File: src/rtl/core/obef_pkg.sv
// Shared types, constants and helpers for the oriented box extent fit block.
// Used by obef_ctrl, obef_datapath and oriented_box_extent_fit; no dependencies.
`timescale 1ns / 1ps

package obef_pkg;

    // Field widths.
    localparam int COORD_WIDTH     = 16;
    localparam int AXIS_WIDTH      = 16;
    localparam int AXIS_REG_WIDTH  = 3 * AXIS_WIDTH;
    localparam int EXT_WIDTH       = 18;
    localparam int OUT_WIDTH       = 20;
    localparam int ITEM_WIDTH      = 4;
    localparam int COMP_WIDTH      = 2;
    localparam int CFG_INDEX_WIDTH = 2;

    // Configuration register indexes.
    localparam logic [CFG_INDEX_WIDTH-1:0] CFG_AXIS_FIRST  = 2'd0;
    localparam logic [CFG_INDEX_WIDTH-1:0] CFG_AXIS_SECOND = 2'd1;
    localparam logic [CFG_INDEX_WIDTH-1:0] CFG_AXIS_THIRD  = 2'd2;

    // Reset axes: the unit x, y and z vectors in Q1.14.
    localparam logic [AXIS_REG_WIDTH-1:0] AXIS_FIRST_RESET  = 48'h0000_0000_4000;
    localparam logic [AXIS_REG_WIDTH-1:0] AXIS_SECOND_RESET = 48'h0000_4000_0000;
    localparam logic [AXIS_REG_WIDTH-1:0] AXIS_THIRD_RESET  = 48'h4000_0000_0000;

    // Result item codes.
    localparam logic [ITEM_WIDTH-1:0] ITEM_CENTRE       = 4'd0;
    localparam logic [ITEM_WIDTH-1:0] ITEM_HALF_WIDTH   = 4'd1;
    localparam logic [ITEM_WIDTH-1:0] ITEM_CORNER_FIRST = 4'd2;
    localparam logic [ITEM_WIDTH-1:0] ITEM_LAST         = 4'd9;

    // Vector component codes.
    localparam logic [COMP_WIDTH-1:0] COMP_X = 2'd0;
    localparam logic [COMP_WIDTH-1:0] COMP_Y = 2'd1;
    localparam logic [COMP_WIDTH-1:0] COMP_Z = 2'd2;

    // Saturation bounds.
    localparam logic signed [EXT_WIDTH-1:0] EXT_MAX = 18'sh1FFFF;
    localparam logic signed [EXT_WIDTH-1:0] EXT_MIN = 18'sh20000;
    localparam logic signed [OUT_WIDTH-1:0] OUT_MAX = 20'sh7FFFF;
    localparam logic signed [OUT_WIDTH-1:0] OUT_MIN = 20'sh80000;

    // One input word: a point and its end-of-set mark.
    typedef struct packed {
        logic signed [COORD_WIDTH-1:0] point_x;
        logic signed [COORD_WIDTH-1:0] point_y;
        logic signed [COORD_WIDTH-1:0] point_z;
        logic                          final_point;
    } point_word_t;

    // One result word.
    typedef struct packed {
        logic        [ITEM_WIDTH-1:0] item_index;
        logic signed [OUT_WIDTH-1:0]  value_x;
        logic signed [OUT_WIDTH-1:0]  value_y;
        logic signed [OUT_WIDTH-1:0]  value_z;
        logic                         run_end;
    } result_word_t;

    // Controller states.
    typedef enum logic [2:0] {
        ST_POINTS,
        ST_FLUSH,
        ST_HALF,
        ST_MUL,
        ST_ACC,
        ST_HALF_OUT,
        ST_OUT
    } ctl_state_t;

    // Commands from the controller to the datapath.
    typedef struct packed {
        logic                  prep;
        logic                  mul;
        logic                  acc;
        logic                  load_half;
        logic                  clear;
        logic [ITEM_WIDTH-1:0] item;
        logic [COMP_WIDTH-1:0] comp;
    } dp_cmd_t;

    // Status from the datapath to the controller.
    typedef struct packed {
        logic pipe_busy;
    } dp_status_t;

    // Corner sign pattern: bit i set means the half width of axis i is added.
    function automatic logic [2:0] corner_pos(input logic [2:0] corner);
        logic [2:0] pos;
        unique case (corner)
            3'd0:    pos = 3'b000;
            3'd1:    pos = 3'b001;
            3'd2:    pos = 3'b101;
            3'd3:    pos = 3'b100;
            3'd4:    pos = 3'b010;
            3'd5:    pos = 3'b011;
            3'd6:    pos = 3'b111;
            default: pos = 3'b110;
        endcase
        return pos;
    endfunction

endpackage

File: src/rtl/core/obef_ctrl.sv
// Controller of the oriented box extent fit: point intake, flush and result sequencing.
// Depends on obef_pkg for the state type and the command and status structs.
`timescale 1ns / 1ps

module obef_ctrl (
    input  logic                 clk,
    input  logic                 rst_n,
    input  logic                 point_valid,
    input  logic                 point_final,
    output logic                 point_stall,
    output logic                 result_valid,
    input  logic                 result_stall,
    input  obef_pkg::dp_status_t status,
    output obef_pkg::dp_cmd_t    cmd
);

    obef_pkg::ctl_state_t                state_reg, state_next;
    logic [obef_pkg::ITEM_WIDTH-1:0]     item_reg, item_next;
    logic [obef_pkg::COMP_WIDTH-1:0]     comp_reg, comp_next;

    // State, item and component registers.
    always_ff @(posedge clk or negedge rst_n)
    begin
        if (!rst_n)
        begin
            state_reg <= obef_pkg::ST_POINTS;
            item_reg  <= obef_pkg::ITEM_CENTRE;
            comp_reg  <= obef_pkg::COMP_X;
        end
        else
        begin
            state_reg <= state_next;
            item_reg  <= item_next;
            comp_reg  <= comp_next;
        end
    end

    // Next state and commands.
    always_comb
    begin
        state_next   = state_reg;
        item_next    = item_reg;
        comp_next    = comp_reg;
        cmd          = '0;
        cmd.item     = item_reg;
        cmd.comp     = comp_reg;
        point_stall  = 1'b1;
        result_valid = 1'b0;
        unique case (state_reg)
            obef_pkg::ST_POINTS:
            begin
                point_stall = 1'b0;
                if (point_valid && point_final)
                begin
                    state_next = obef_pkg::ST_FLUSH;
                end
            end
            obef_pkg::ST_FLUSH:
            begin
                // Wait until the final point has reached the extents.
                if (!status.pipe_busy)
                begin
                    state_next = obef_pkg::ST_HALF;
                end
            end
            obef_pkg::ST_HALF:
            begin
                cmd.prep   = 1'b1;
                item_next  = obef_pkg::ITEM_CENTRE;
                comp_next  = obef_pkg::COMP_X;
                state_next = obef_pkg::ST_MUL;
            end
            obef_pkg::ST_MUL:
            begin
                cmd.mul    = 1'b1;
                state_next = obef_pkg::ST_ACC;
            end
            obef_pkg::ST_ACC:
            begin
                cmd.acc = 1'b1;
                if (comp_reg == obef_pkg::COMP_Z)
                begin
                    comp_next  = obef_pkg::COMP_X;
                    state_next = obef_pkg::ST_OUT;
                end
                else
                begin
                    comp_next  = comp_reg + 1'b1;
                    state_next = obef_pkg::ST_MUL;
                end
            end
            obef_pkg::ST_HALF_OUT:
            begin
                cmd.load_half = 1'b1;
                state_next    = obef_pkg::ST_OUT;
            end
            obef_pkg::ST_OUT:
            begin
                result_valid = 1'b1;
                if (!result_stall)
                begin
                    if (item_reg == obef_pkg::ITEM_LAST)
                    begin
                        cmd.clear  = 1'b1;
                        item_next  = obef_pkg::ITEM_CENTRE;
                        state_next = obef_pkg::ST_POINTS;
                    end
                    else
                    begin
                        item_next = item_reg + 1'b1;
                        if (item_reg == obef_pkg::ITEM_CENTRE)
                        begin
                            state_next = obef_pkg::ST_HALF_OUT;
                        end
                        else
                        begin
                            state_next = obef_pkg::ST_MUL;
                        end
                    end
                end
            end
            default:
            begin
                state_next = obef_pkg::ST_POINTS;
            end
        endcase
    end

endmodule

File: config.mk
export PLATFORM = sky130hd
export DESIGN_NAME = obef_ctrl
export DESIGN_NICKNAME = d
export VERILOG_FILES = /design/src/rtl/core/obef_pkg.sv /design/src/rtl/core/obef_ctrl.sv
export SDC_FILE = /design/constraint.sdc
export NUM_CORES = 1
export LEC_CHECK = 0
export BUFFER_PORTS_ARGS = -buffer_cell sky130_fd_sc_hd__buf_4
export CORE_UTILIZATION = 44
export CTS_BUF_LIST = sky130_fd_sc_hd__clkbuf_16
export DETAILED_ROUTE_END_ITERATION = 10
export GPL_TIMING_DRIVEN = 1
export PLACE_DENSITY = 0.83
export SYNTH_ARGS = -nofsm -noshare
export SYNTH_HDL_FRONTEND = slang
export SYNTH_SLANG_ARGS = --single-unit
File: constraint.sdc
create_clock -name clk -period 1.2 [get_ports clk]
set_clock_uncertainty 0.15 [all_clocks]
set_input_delay 0.12 -clock clk [delete_from_list [all_inputs] [get_ports clk]]
set_output_delay 0.12 -clock clk [all_outputs]
set_load 0.1 [all_outputs]
==> metrics.md, run 1 <==
| Metric | Value |
|---|---|
| Status | stopped before the end |
| Exit stage | 4_1_cts |
| Error | [ERROR DPL-0038] Utilization greater than 100%, impossible to legalize |
| Boundary Pins | 19 |
| Postcts setup bufs | 16 |
| Max Root-Sink Buffers | 2 |
| Post-synthesis async set-or-reset flop share | 100% |
| Number of synthesized flops with an enable pin | 0 |
| Top FF cell, synth | dfrtp_1 |
| Synth Warn # | 0 |
| Seq cells post-synth | 9 |
| Synthesized cell area | 629 µm² |
| Synth cell count leaders | dfrtp_1 (9), inv_1 (7), a21oi_1 (4), nand2_1 (4), nand3_1 (4) |
| Count leader, synth | dfrtp_1 |
| Htree depth | 1 |
| Post-Syn Area per Cell | roughly 9 µm² |
| Area contributors post-synth | dfrtp_1 (36%), ha_1 (6.0%), inv_1 (4.2%), a21oi_1 (3.2%), nand3_1 (3.2%) |
| Sink Count | 9 |
| Leading area contributor after synthesis | dfrtp_1 |
| Post-CTS Resized | 75 |
| Port buffer count | 18 |
| CTS Root Cell | clkbuf_16 |
| DP HPWL | about 1500 µm |
| Post-synth cell types | 35 |
| Register area share after synthesis | between 30% and 40% |
| Die width | between 30 and 40 µm |
| Syn nets | 78 |
| Hold buffer count at cts | 1 |
| Total CTS buffers | 3 |
| Initial Util | about 48% |
| Die Y | around 40 µm |
| Post-place setup slack | -396 ps |
| FP Rows | 13 |
| Top-area cell type share of the netlist area | approximately 36% |
| Gpl congestion | 0.810 |
| Gate Count Post-Synth | between 60 and 70 |
-- metrics by stage --
stage | instances | area, µm² | utilization (%)
floorplan | 69 | 734 | -
global placement | 117 | 1000 | 76.1
detailed placement | 117 | 1000 | 76.1
-- logic make-up after synthesis --
family                     share of synthesized area (%)
AOI/OAI and AO/OA                                   20.1
and+or+nand+nor                                     29.0
buffers and inverters                               7.56
DFF                                                 35.8
adders and majority gates                           5.96
muxes                                               1.59
==> inputs of run 2 (changes only) <==
- CORE_AREA: default -> 2 2 63 65
- CORE_UTILIZATION: 44 -> default
- CTS_BUF_LIST: sky130_fd_sc_hd__clkbuf_16 -> default
- DIE_AREA: default -> 0 0 65 67
- PLACE_DENSITY: 0.83 -> default
- PLACE_DENSITY_LB_ADDON: default -> 0.15
- clock period: 1.2 -> 1.56 ns (I/O delays scaled with it)
==> run 2 against run 1 <==
  * The flow now finishes, with violations (setup timing)
  * Synthesized cell count is the same
  * Area after synthesis unchanged
==> metrics.md, run 2 <==
| Metric | Value |
|---|---|
| Status | complete, but fails checks |
| Failing checks | setup timing |
| Commonest cells after routing, fill and taps aside | buf_4 (29), buf_12 (7), dfrtp_2 (6) |
| Gate Count Post-Synth | just under 70 |
| Die width | between 60 and 70 µm |
| Commonest non-fill, non-tap cell in the layout | buf_4 |
| Final hold vios | 0 |
| Routed Antenna Nets | 0 |
| CP startpoint | item_reg[1]$_DFFE_PN0P_ |
| Area contributors post-synth | dfrtp_1 (36%), ha_1 (6.0%), inv_1 (4.2%), a21oi_1 (3.2%), nand3_1 (3.2%) |
| DR vias | ~690 |
| Fin. max-slew vios | 0 |
| Clock transition at path regs | roughly 50 ps |
| Post-synthesis async set-or-reset flop share | between 90% and 100% |
| Grt ovf | 0 |
| Total GRT Usage | around 10% |
| Tmin final | approximately 1700 ps |
| DRT iter0 DRCs | 16 |
| Post-synth cell types | 35 |
| Max reg flops | 4 |
| Critical Path Max Stage Delay | 420 ps |
| Switching fraction of total power | 50.9% |
| RSZ-0062 raised after global routing | true |
| CTS Root Cell | clkbuf_8 |
| # DRC | 0 |
| Worst vdd ir | 0.783 mV |
| Register share of total power | about 17% |
| Most used cell along the critical path | buf_4 |
| Register area | roughly 240 µm² |
| Core area | between 0.003 and 0.004 mm² |
| R2R Setup Slk | -150 ps |
| Port buffer count | 18 |
| Hold WC Path Type | in2reg |
| Cell internal pwr | roughly 1.2 mW |
| Drt pass-1 iters | 4 |
| Synth cell count leaders | dfrtp_1 (9), inv_1 (7), a21oi_1 (4), nand2_1 (4), nand3_1 (4) |
| Synth Warn # | 0 |
| Synthesis-to-layout area growth | 93.8% |
| Fraction of layout cells with a size suffix above 1 | 63.3% |
| Final setup violation count | 6 |
| Htree depth | 1 |
| Die Area | about 0.0044 mm² |
| Critical Path Start Type | flip-flop |
| N_diodes | 0 |
| Number of synthesized flops with an enable pin | 0 |
| WL/cell | between 10 and 15 µm |
| Pin count of the biggest net entering global routing | 10 |
| CTS tree | built |
| Fill count | roughly 380 |
| Crit Path Category | reg2reg |
| Max Clk Rate | about 580 MHz |
| Gate power share | 72.4% |
| Final Net Count | ~120 |
| Total wire length | a little under 2000 µm |
| Antenna violations before repair | 0 |
| Register area share after synthesis | a little over a third |
| CP required | between 1500 and 2000 ps |
| Power Density | 2080 mW/mm² |
| Syn nets | just under 80 |
| Static Leak | 0.525 nW |
| FP Rows | 22 |
| First-pass GRT wire length | about 3300 µm |
| Crit-path max FO | 2 |
| Crit path cell chain | inv_4, buf_4, buf_4, buf_4, ha_1, nor3b_2, o21ai_1, o211ai_1 |
| Boundary Pins | 19 |
| Top-area cell type share of the netlist area | between 30% and 40% |
| CP max stage cell | dfrtp_4 |
| Switch Pwr | approximately 1.3 mW |
| Worst slew pin tran | around 270 ps |
| Final Worst Setup Slack | -154 ps |
| Total CTS buffers | 3 |
| Final period utilization | 110% |
| Post-Syn Area per Cell | 9.12 µm² |
| Top FF cell, synth | dfrtp_1 |
| Synthesized cell area | 629 µm² |
| Count leader, synth | dfrtp_1 |
| Die Y | roughly 67 µm |
| Crit path arrival time | 1660 ps |
| Sink Count | 9 |
| DP HPWL | roughly 1400 µm |
| Seq cells post-synth | 9 |
| Hold Slack | roughly 120 ps |
| Number of vias per cell | around 4.4 |
| FF-to-FF Start | item_reg[1]$_DFFE_PN0P_ |
| Share of total power in the clock network | between 10% and 20% |
| Vias in the first global route | 693 |
| CP endpoint kind | flip-flop |
| Initial Util | 17.5% |
| Leading area contributor after synthesis | dfrtp_1 |
| Area of the multi-input gates | roughly 450 µm² |
| Max Root-Sink Buffers | 2 |
| Hold wc startpoint | result_stall |
| Clk_lat worst skew | roughly 230 ps |
| Worst rel slew slack | 82.1% |
| Gpl congestion | between 0.7 and 0.8 |
| Setup TNS Final | -397 ps |
| Max-Cap Viols | 0 |
-- run 2: path summary, 6_finish.rpt --
check,end,cells after the start
max,state_reg[2]$_DFFE_PN0P_,8
max in group asynchronous,item_reg[1]$_DFFE_PN0P_,2
min,state_reg[2]$_DFFE_PN0P_,3
min reg2reg,comp_reg[1]$_DFFE_PN0P_,1
max reg2reg,state_reg[2]$_DFFE_PN0P_,8
min in group asynchronous,item_reg[0]$_DFFE_PN0P_,2
-- run 2: what timing repair did --
action / in CTS / in global routing
gates resized for setup: 26 / 8
buffers inserted: 3 / 7
hold buffers: 1 / 0
hold endpoints to repair: 9 / 0
setup endpoints to repair: 8 / 14
pin swaps: 2 / 4
-- run 2: per-stage QoR --
stage                     setup WS, ps  cell area, µm²  utilization, %  instances  power [mW]
after floorplan                   -638             706               -         69        1.55
after global placement           -11.6             956            26.5        143        1.87
after detailed placement         -27.4             956            26.5        143        1.86
after CTS                         -148            1130            31.4        151        2.37
after global routing              -198            1220            33.8        157        2.67
final                             -154            1220            33.8        157        2.54
-- run 2: layout make-up --
cell class	count	area share, %
multi-input combinational	50	37.0
clock buffer	4	3.69
timing repair buffer	39	32.0
tap	48	4.92
sequential	9	19.7
inverter	7	2.67
-- run 2: cell families (layout without fill, tap and decap cells) --
group,Yosys count,in the layout,share of synthesized area [%]
adder cells (fa/ha/maj),3,3,5.96
multiplexers,1,1,1.59
AND/OR/NAND/NOR,28,28,29.0
AO/OA/AOI/OAI,18,18,20.1
flip-flops,9,9,35.8
buffers and inverters,10,50,7.56
-- run 2: power groups by stage --
stage	clock network, mW	registers [mW]	logic [mW]
final	0.280	0.419	1.84
after global routing	0.300	0.431	1.94
after CTS	0.285	0.415	1.67
after detailed placement	0	0.408	1.45
after global placement	0	0.409	1.46
after floorplan	0	0.546	0.999
-- run 2: critical path: cells and delay by family (launching register included) --
kind	cells	cell delay, ps
DFF	1	420
buffers and inverters	4	410
AOI/OAI and AO/OA	2	290
adders and majority gates	1	160
and+or+nand+nor	1	160
-- run 2: per-layer routing --
metal,up-vias,track usage [%],part of all wire [%]
met3,2,3.04,5.8
met5,-,0,0
met4,0,3.99,0.92
met2,15,15.9,49
li1,331,-,-
met1,341,12.7,44
No activity file was read; power rests on OpenSTA's default activity.
==> inputs of run 3 (changes only) <==
- CELL_PAD_IN_SITES_DETAIL_PLACEMENT: default -> 2
- CELL_PAD_IN_SITES_GLOBAL_PLACEMENT: default -> 2
- clock period: 1.56 -> 1.9 ns (I/O delays scaled with it)
==> run 3 against run 2 <==
  * Power shrank 33%
  * Sequential power fell by 12%
  * Hold slack improved by 49 ps
  * The flow now finishes without violations
  * Largest cell class unchanged
==> metrics.md, run 3 (synthesis results as in run 2) <==
| Metric | Value |
|---|---|
| Status | finished, final reports clean |
| Routed Antenna Nets | 0 |
| Max Clk Rate | 539 MHz |
| Commonest non-fill, non-tap cell in the layout | buf_4 |
| FP Rows | 22 |
| Setup TNS Final | 0 ps |
| Grt ovf | 0 |
| Total CTS buffers | 3 |
| Initial Util | approximately 17% |
| Hold WC Path Type | in2async |
| Fraction of layout cells with a size suffix above 1 | a little under half |
| WL/cell | roughly 15 µm |
| First-pass GRT wire length | 3550 µm |
| Clk_lat worst skew | between 200 and 250 ps |
| Synthesis-to-layout area growth | 52.1% |
| N_diodes | 0 |
| Die width | 65 µm |
| Final Worst Setup Slack | 43.2 ps |
| Core area | around 0.0036 mm² |
| DRT iter0 DRCs | 23 |
| Final period utilization | 97.7% |
| Commonest cells after routing, fill and taps aside | buf_4 (22), inv_1 (6) |
| Worst vdd ir | 0.358 mV |
| Total GRT Usage | around 11% |
| CP required | between 1500 and 2000 ps |
| Final setup violation count | 0 |
| Sink Count | 9 |
| Total wire length | approximately 2200 µm |
| # DRC | 0 |
| Critical Path Start Type | flip-flop |
| Clock transition at path regs | approximately 50 ps |
| Drt pass-1 iters | 4 |
| Crit-path max FO | 4 |
| Number of vias per cell | 4.42 |
| Max Root-Sink Buffers | 2 |
| Tmin final | approximately 1900 ps |
| CP endpoint kind | output port |
| DP HPWL | roughly 1600 µm |
| DR vias | 628 |
| Max-Cap Viols | 0 |
| Antenna violations before repair | 0 |
| Crit Path Category | reg2out |
| Worst slew pin tran | 272 ps |
| Crit path arrival time | roughly 1500 ps |
| CTS tree | built |
| Gpl congestion | approximately 0.7 |
| Final Net Count | around 100 |
| Pin count of the biggest net entering global routing | 15 |
| Boundary Pins | 19 |
| Worst rel slew slack | 81.6% |
| Port buffer count | 18 |
| Vias in the first global route | 681 |
| CTS Root Cell | clkbuf_8 |
| Static Leak | ~0.42 nW |
| Die Y | ~67 µm |
| Final hold vios | 0 |
| Htree depth | 1 |
| Max reg flops | 4 |
| Post-place setup slack | around 180 ps |
| Fill count | between 400 and 500 |
| Die Area | ~0.0044 mm² |
| Power Density | 1770 mW/mm² |
| Fin. max-slew vios | 0 |
## run 3: cell count changes in the layout (fill, tap and decap cells not counted), sizes merged
cell	before	now
buf	38	23
clkinvlp	1	0
inv	6	7
## run 3: worst paths after layout
check	cells past startpoint	to	slack, ps	start
min in group clk	3	state_reg[2]$_DFFE_PN0P_	180	result_stall
setup reg to reg	6	state_reg[0]$_DFFE_PN0P_	310	item_reg[1]$_DFFE_PN0P_
setup / recovery	5	cmd[6]	40	item_reg[1]$_DFFE_PN0P_
hold / removal	2	comp_reg[0]$_DFFE_PN0P_	170	rst_n
max in group asynchronous	2	item_reg[0]$_DFFE_PN0P_	1250	rst_n
hold reg to reg	1	comp_reg[1]$_DFFE_PN0P_	380	comp_reg[1]$_DFFE_PN0P_
## run 3: what timing repair did
| action | in CTS | in global routing |
|---|---|---|
| endpoints found under the hold margin | 9 | 0 |
| gates resized for setup | 3 | 7 |
| setup endpoints to repair | 1 | 6 |
| hold buffers | 1 | 0 |
| buffers inserted | 0 | 1 |
| pin swaps | 1 | 1 |
## run 3: cell type report
class	count	area [µm²]	share of cell area (%)
Clock buffer	4	45.0	4.71
Inverter	7	28.8	3.01
Multi-Input combinational cell	50	390	40.8
Sequential cell	9	238	24.8
Tap cell	48	60.1	6.27
Timing Repair Buffer	24	195	20.4
## run 3: through the flow
step | instance area [µm²] | instances | hold WS, ps | util (%) | power, mW
after global placement | 862 | 136 | -117 | 23.9 | 1.43
after global routing | 957 | 142 | 187 | 26.5 | 1.81
after floorplan | 658 | 69 | -256 | - | 1.20
final | 957 | 142 | 172 | 26.5 | 1.69
after detailed placement | 862 | 136 | -116 | 23.9 | 1.45
after CTS | 930 | 141 | 171 | 25.8 | 1.70
## run 3: critical path: stages (launching register included)
cell and delay (ps):
dfrtp_4 500, inv_4 80, ha_4 120, nand3b_1 140, nor3_4 230, buf_12 200
## run 3: where the power goes
group,switching (mW),internal (mW)
clock network,0.0927,0.148
registers,0.115,0.254
logic,0.768,0.315
total,0.976,0.718
## run 3: layer usage
metal | up-vias | track usage (%) | part of all wire, %
li1 | 299 | - | -
met1 | 307 | 14.6 | 45
met2 | 15 | 17.1 | 48
met3 | 7 | 1.86 | 2.8
met4 | 0 | 7.18 | 3.8
met5 | - | 0 | 0
==> inputs of run 4 (changes only) <==
- GPL_TIMING_DRIVEN: 1 -> 0
- clock period: 1.9 -> 1.6 ns (I/O delays scaled with it)
==> run 4 against run 3 <==
  * The flow now finishes with violations (setup timing)
  * Power up 50%
  * Cell area up 25%
  * Core utilization up 6.6 points
  * First-iteration DRC count down 65%
  * Via count up 9.2%
  * Cell count up 9.9%
  * Hold slack worse by 20 ps
  * Clock-buffer cell count unchanged
  * Sequential power down 2%
  * Combinational power up 77%
  * Register-to-register slack worse by 320 ps
  * Critical path type unchanged
  * Largest cell class unchanged
==> metrics.md, run 4 (synthesis results as in run 2) <==
| Metric | Value |
|---|---|
| RSZ-0062 raised after global routing | true |
| Final hold vios | 0 |
| Status | complete, but fails checks |
| Die width | approximately 65 µm |
| Synthesis-to-layout area growth | 90.1% |
| Post-place setup slack | -241 ps |
| Hold WC Path Type | in2async |
| FF-to-FF path depth | 7 |
| Fin. max-slew vios | 0 |
| Htree depth | 1 |
| Grt ovf | 0 |
| Final instance area | about 0.0012 mm² |
| Final period utilization | 111% |
| CP required | 1290 ps |
| Commonest non-fill, non-tap cell in the layout | buf_4 |
| Fraction of layout cells with a size suffix above 1 | between 50% and 60% |
| Gate power share | about 75% |
| Crit-path max FO | 2 |
| Core area | 0.00361 mm² |
| Worst rel slew slack | between 80 and 90% |
| Die Y | 67 µm |
| Switching fraction of total power | about half |
| Share of total power in the clock network | roughly a tenth |
| Total CTS buffers | 3 |
| Max-Cap Viols | 0 |
| Total GRT Usage | between 10% and 20% |
| Setup TNS Final | -231 ps |
| Power Total | ~2.5 mW |
| # DRC | 0 |
| Clk_lat worst skew | 240 ps |
| CTS Root Cell | clkbuf_8 |
| CTS tree | built |
| Cell internal pwr | about 1.2 mW |
| DRT iter0 DRCs | 8 |
| Register share of total power | approximately 14% |
| FF-to-FF Start | item_reg[1]$_DFFE_PN0P_ |
| Area of the multi-input gates | roughly 430 µm² |
| Final setup violation count | 3 |
| Max Root-Sink Buffers | 2 |
| Fin util | 33.2% |
| First-pass GRT wire length | 3840 µm |
| Hold Slack | roughly 150 ps |
| Power Density | about 2100 mW/mm² |
| Routed Antenna Nets | 0 |
| Number of vias per cell | about 4.4 |
| Switch Pwr | around 1.3 mW |
| R2R Setup Slk | -10 ps |
| Antenna violations before repair | 0 |
| Area post-placement | ~900 µm² |
| DR vias | around 690 |
| Vias in the first global route | between 700 and 800 |
| Worst vdd ir | between 0.6 and 0.7 mV |
| Final Worst Setup Slack | -169 ps |
| Failing checks | setup timing |
| FP Rows | 22 |
| Gpl congestion | roughly 0.66 |
| Critical Path Start Type | flip-flop |
| Final Net Count | 118 |
| Crit Path Category | reg2out |
| Sink Count | 9 |
| Static Leak | between 0.5 and 0.6 nW |
| Tmin final | roughly 1800 ps |
| Max Clk Rate | between 500 and 600 MHz |
| Layout Cells excl Fill | between 150 and 200 |
| WL/cell | 15.2 µm |
| Register area | ~240 µm² |
| Drt pass-1 iters | 3 |
| DP HPWL | around 1600 µm |
| R2R Path End | state_reg[2]$_DFFE_PN0P_ |
| Total wire length | between 2000 and 2500 µm |
| N_diodes | 0 |
| Port buffer count | 18 |
| Max reg flops | 4 |
| Clock transition at path regs | roughly 50 ps |
| CP endpoint kind | output port |
| DP Cell Count | approximately 140 |
| Die Area | 0.00436 mm² |
| Crit path arrival time | 1460 ps |
| Pin count of the biggest net entering global routing | 11 |
| Worst slew pin tran | about 280 ps |
| Initial Util | between 15 and 20% |
| Boundary Pins | 19 |
| Fill count | roughly 390 |
| Commonest cells after routing, fill and taps aside | buf_4 (27), buf_12 (7) |
==> run 4: changes by cell type in the layout (fill, tap and decap cells not counted), sizes merged <==
cell / change
inv: -2
buf: +14
clkinvlp: +2
==> run 4: power groups by stage <==
stage / Sequential [mW] / Clock, mW / Combinational, mW
finish: 0.363 / 0.270 / 1.91
detailed placement: 0.371 / 0 / 1.42
global route: 0.373 / 0.296 / 2.01
CTS: 0.367 / 0.290 / 1.71
global placement: 0.371 / 0 / 1.41
floorplan: 0.532 / 0 / 0.959
==> run 4: final cells by class <==
type	instances	area share (%)
Buffer	3	2.51
Tap cell	48	5.02
Timing Repair Buffer	35	29.8
Inverter	7	3.03
Clock buffer	4	3.77
Sequential cell	9	19.9
Multi-Input combinational cell	50	36.0
==> run 4: repair_timing <==
item,in CTS,in global routing
hold buffers,1,0
pin swaps,1,4
gates cloned,0,0
endpoints found under the hold margin,9,0
endpoints found under the setup margin,8,8
buffers inserted,11,7
gates resized for setup,19,11
==> run 4: worst max path at each step <==
stage | from | end | slack (ps) | cells past startpoint
3_3_place_gp | item_reg[1]$_DFFE_PN0P_ | cmd[6] | -230 | 5
4_1_cts | item_reg[1]$_DFFE_PN0P_ | cmd[6] | -170 | 5
2_1_floorplan | item_reg[1]$_DFFE_PN0P_ | cmd[6] | -600 | 4
3_5_place_dp | item_reg[1]$_DFFE_PN0P_ | cmd[6] | -240 | 5
6_report | item_reg[1]$_DFFE_PN0P_ | cmd[6] | -170 | 5
5_1_grt | item_reg[1]$_DFFE_PN0P_ | cmd[6] | -220 | 5
==> run 4: per-layer routing <==
layer,track usage (%),wire [µm],up-vias
li1,-,-,326
met1,13.9,992,346
met2,21.9,1280,10
met3,1.69,62,4
met4,6.38,41,0
met5,0,0,-
==> run 4: critical path, cell delays in order, from the launching register on <==
cell,delay (ps)
dfrtp_4,480
inv_4,70
ha_4,120
nand3b_1,150
nor3_4,190
buf_12,200
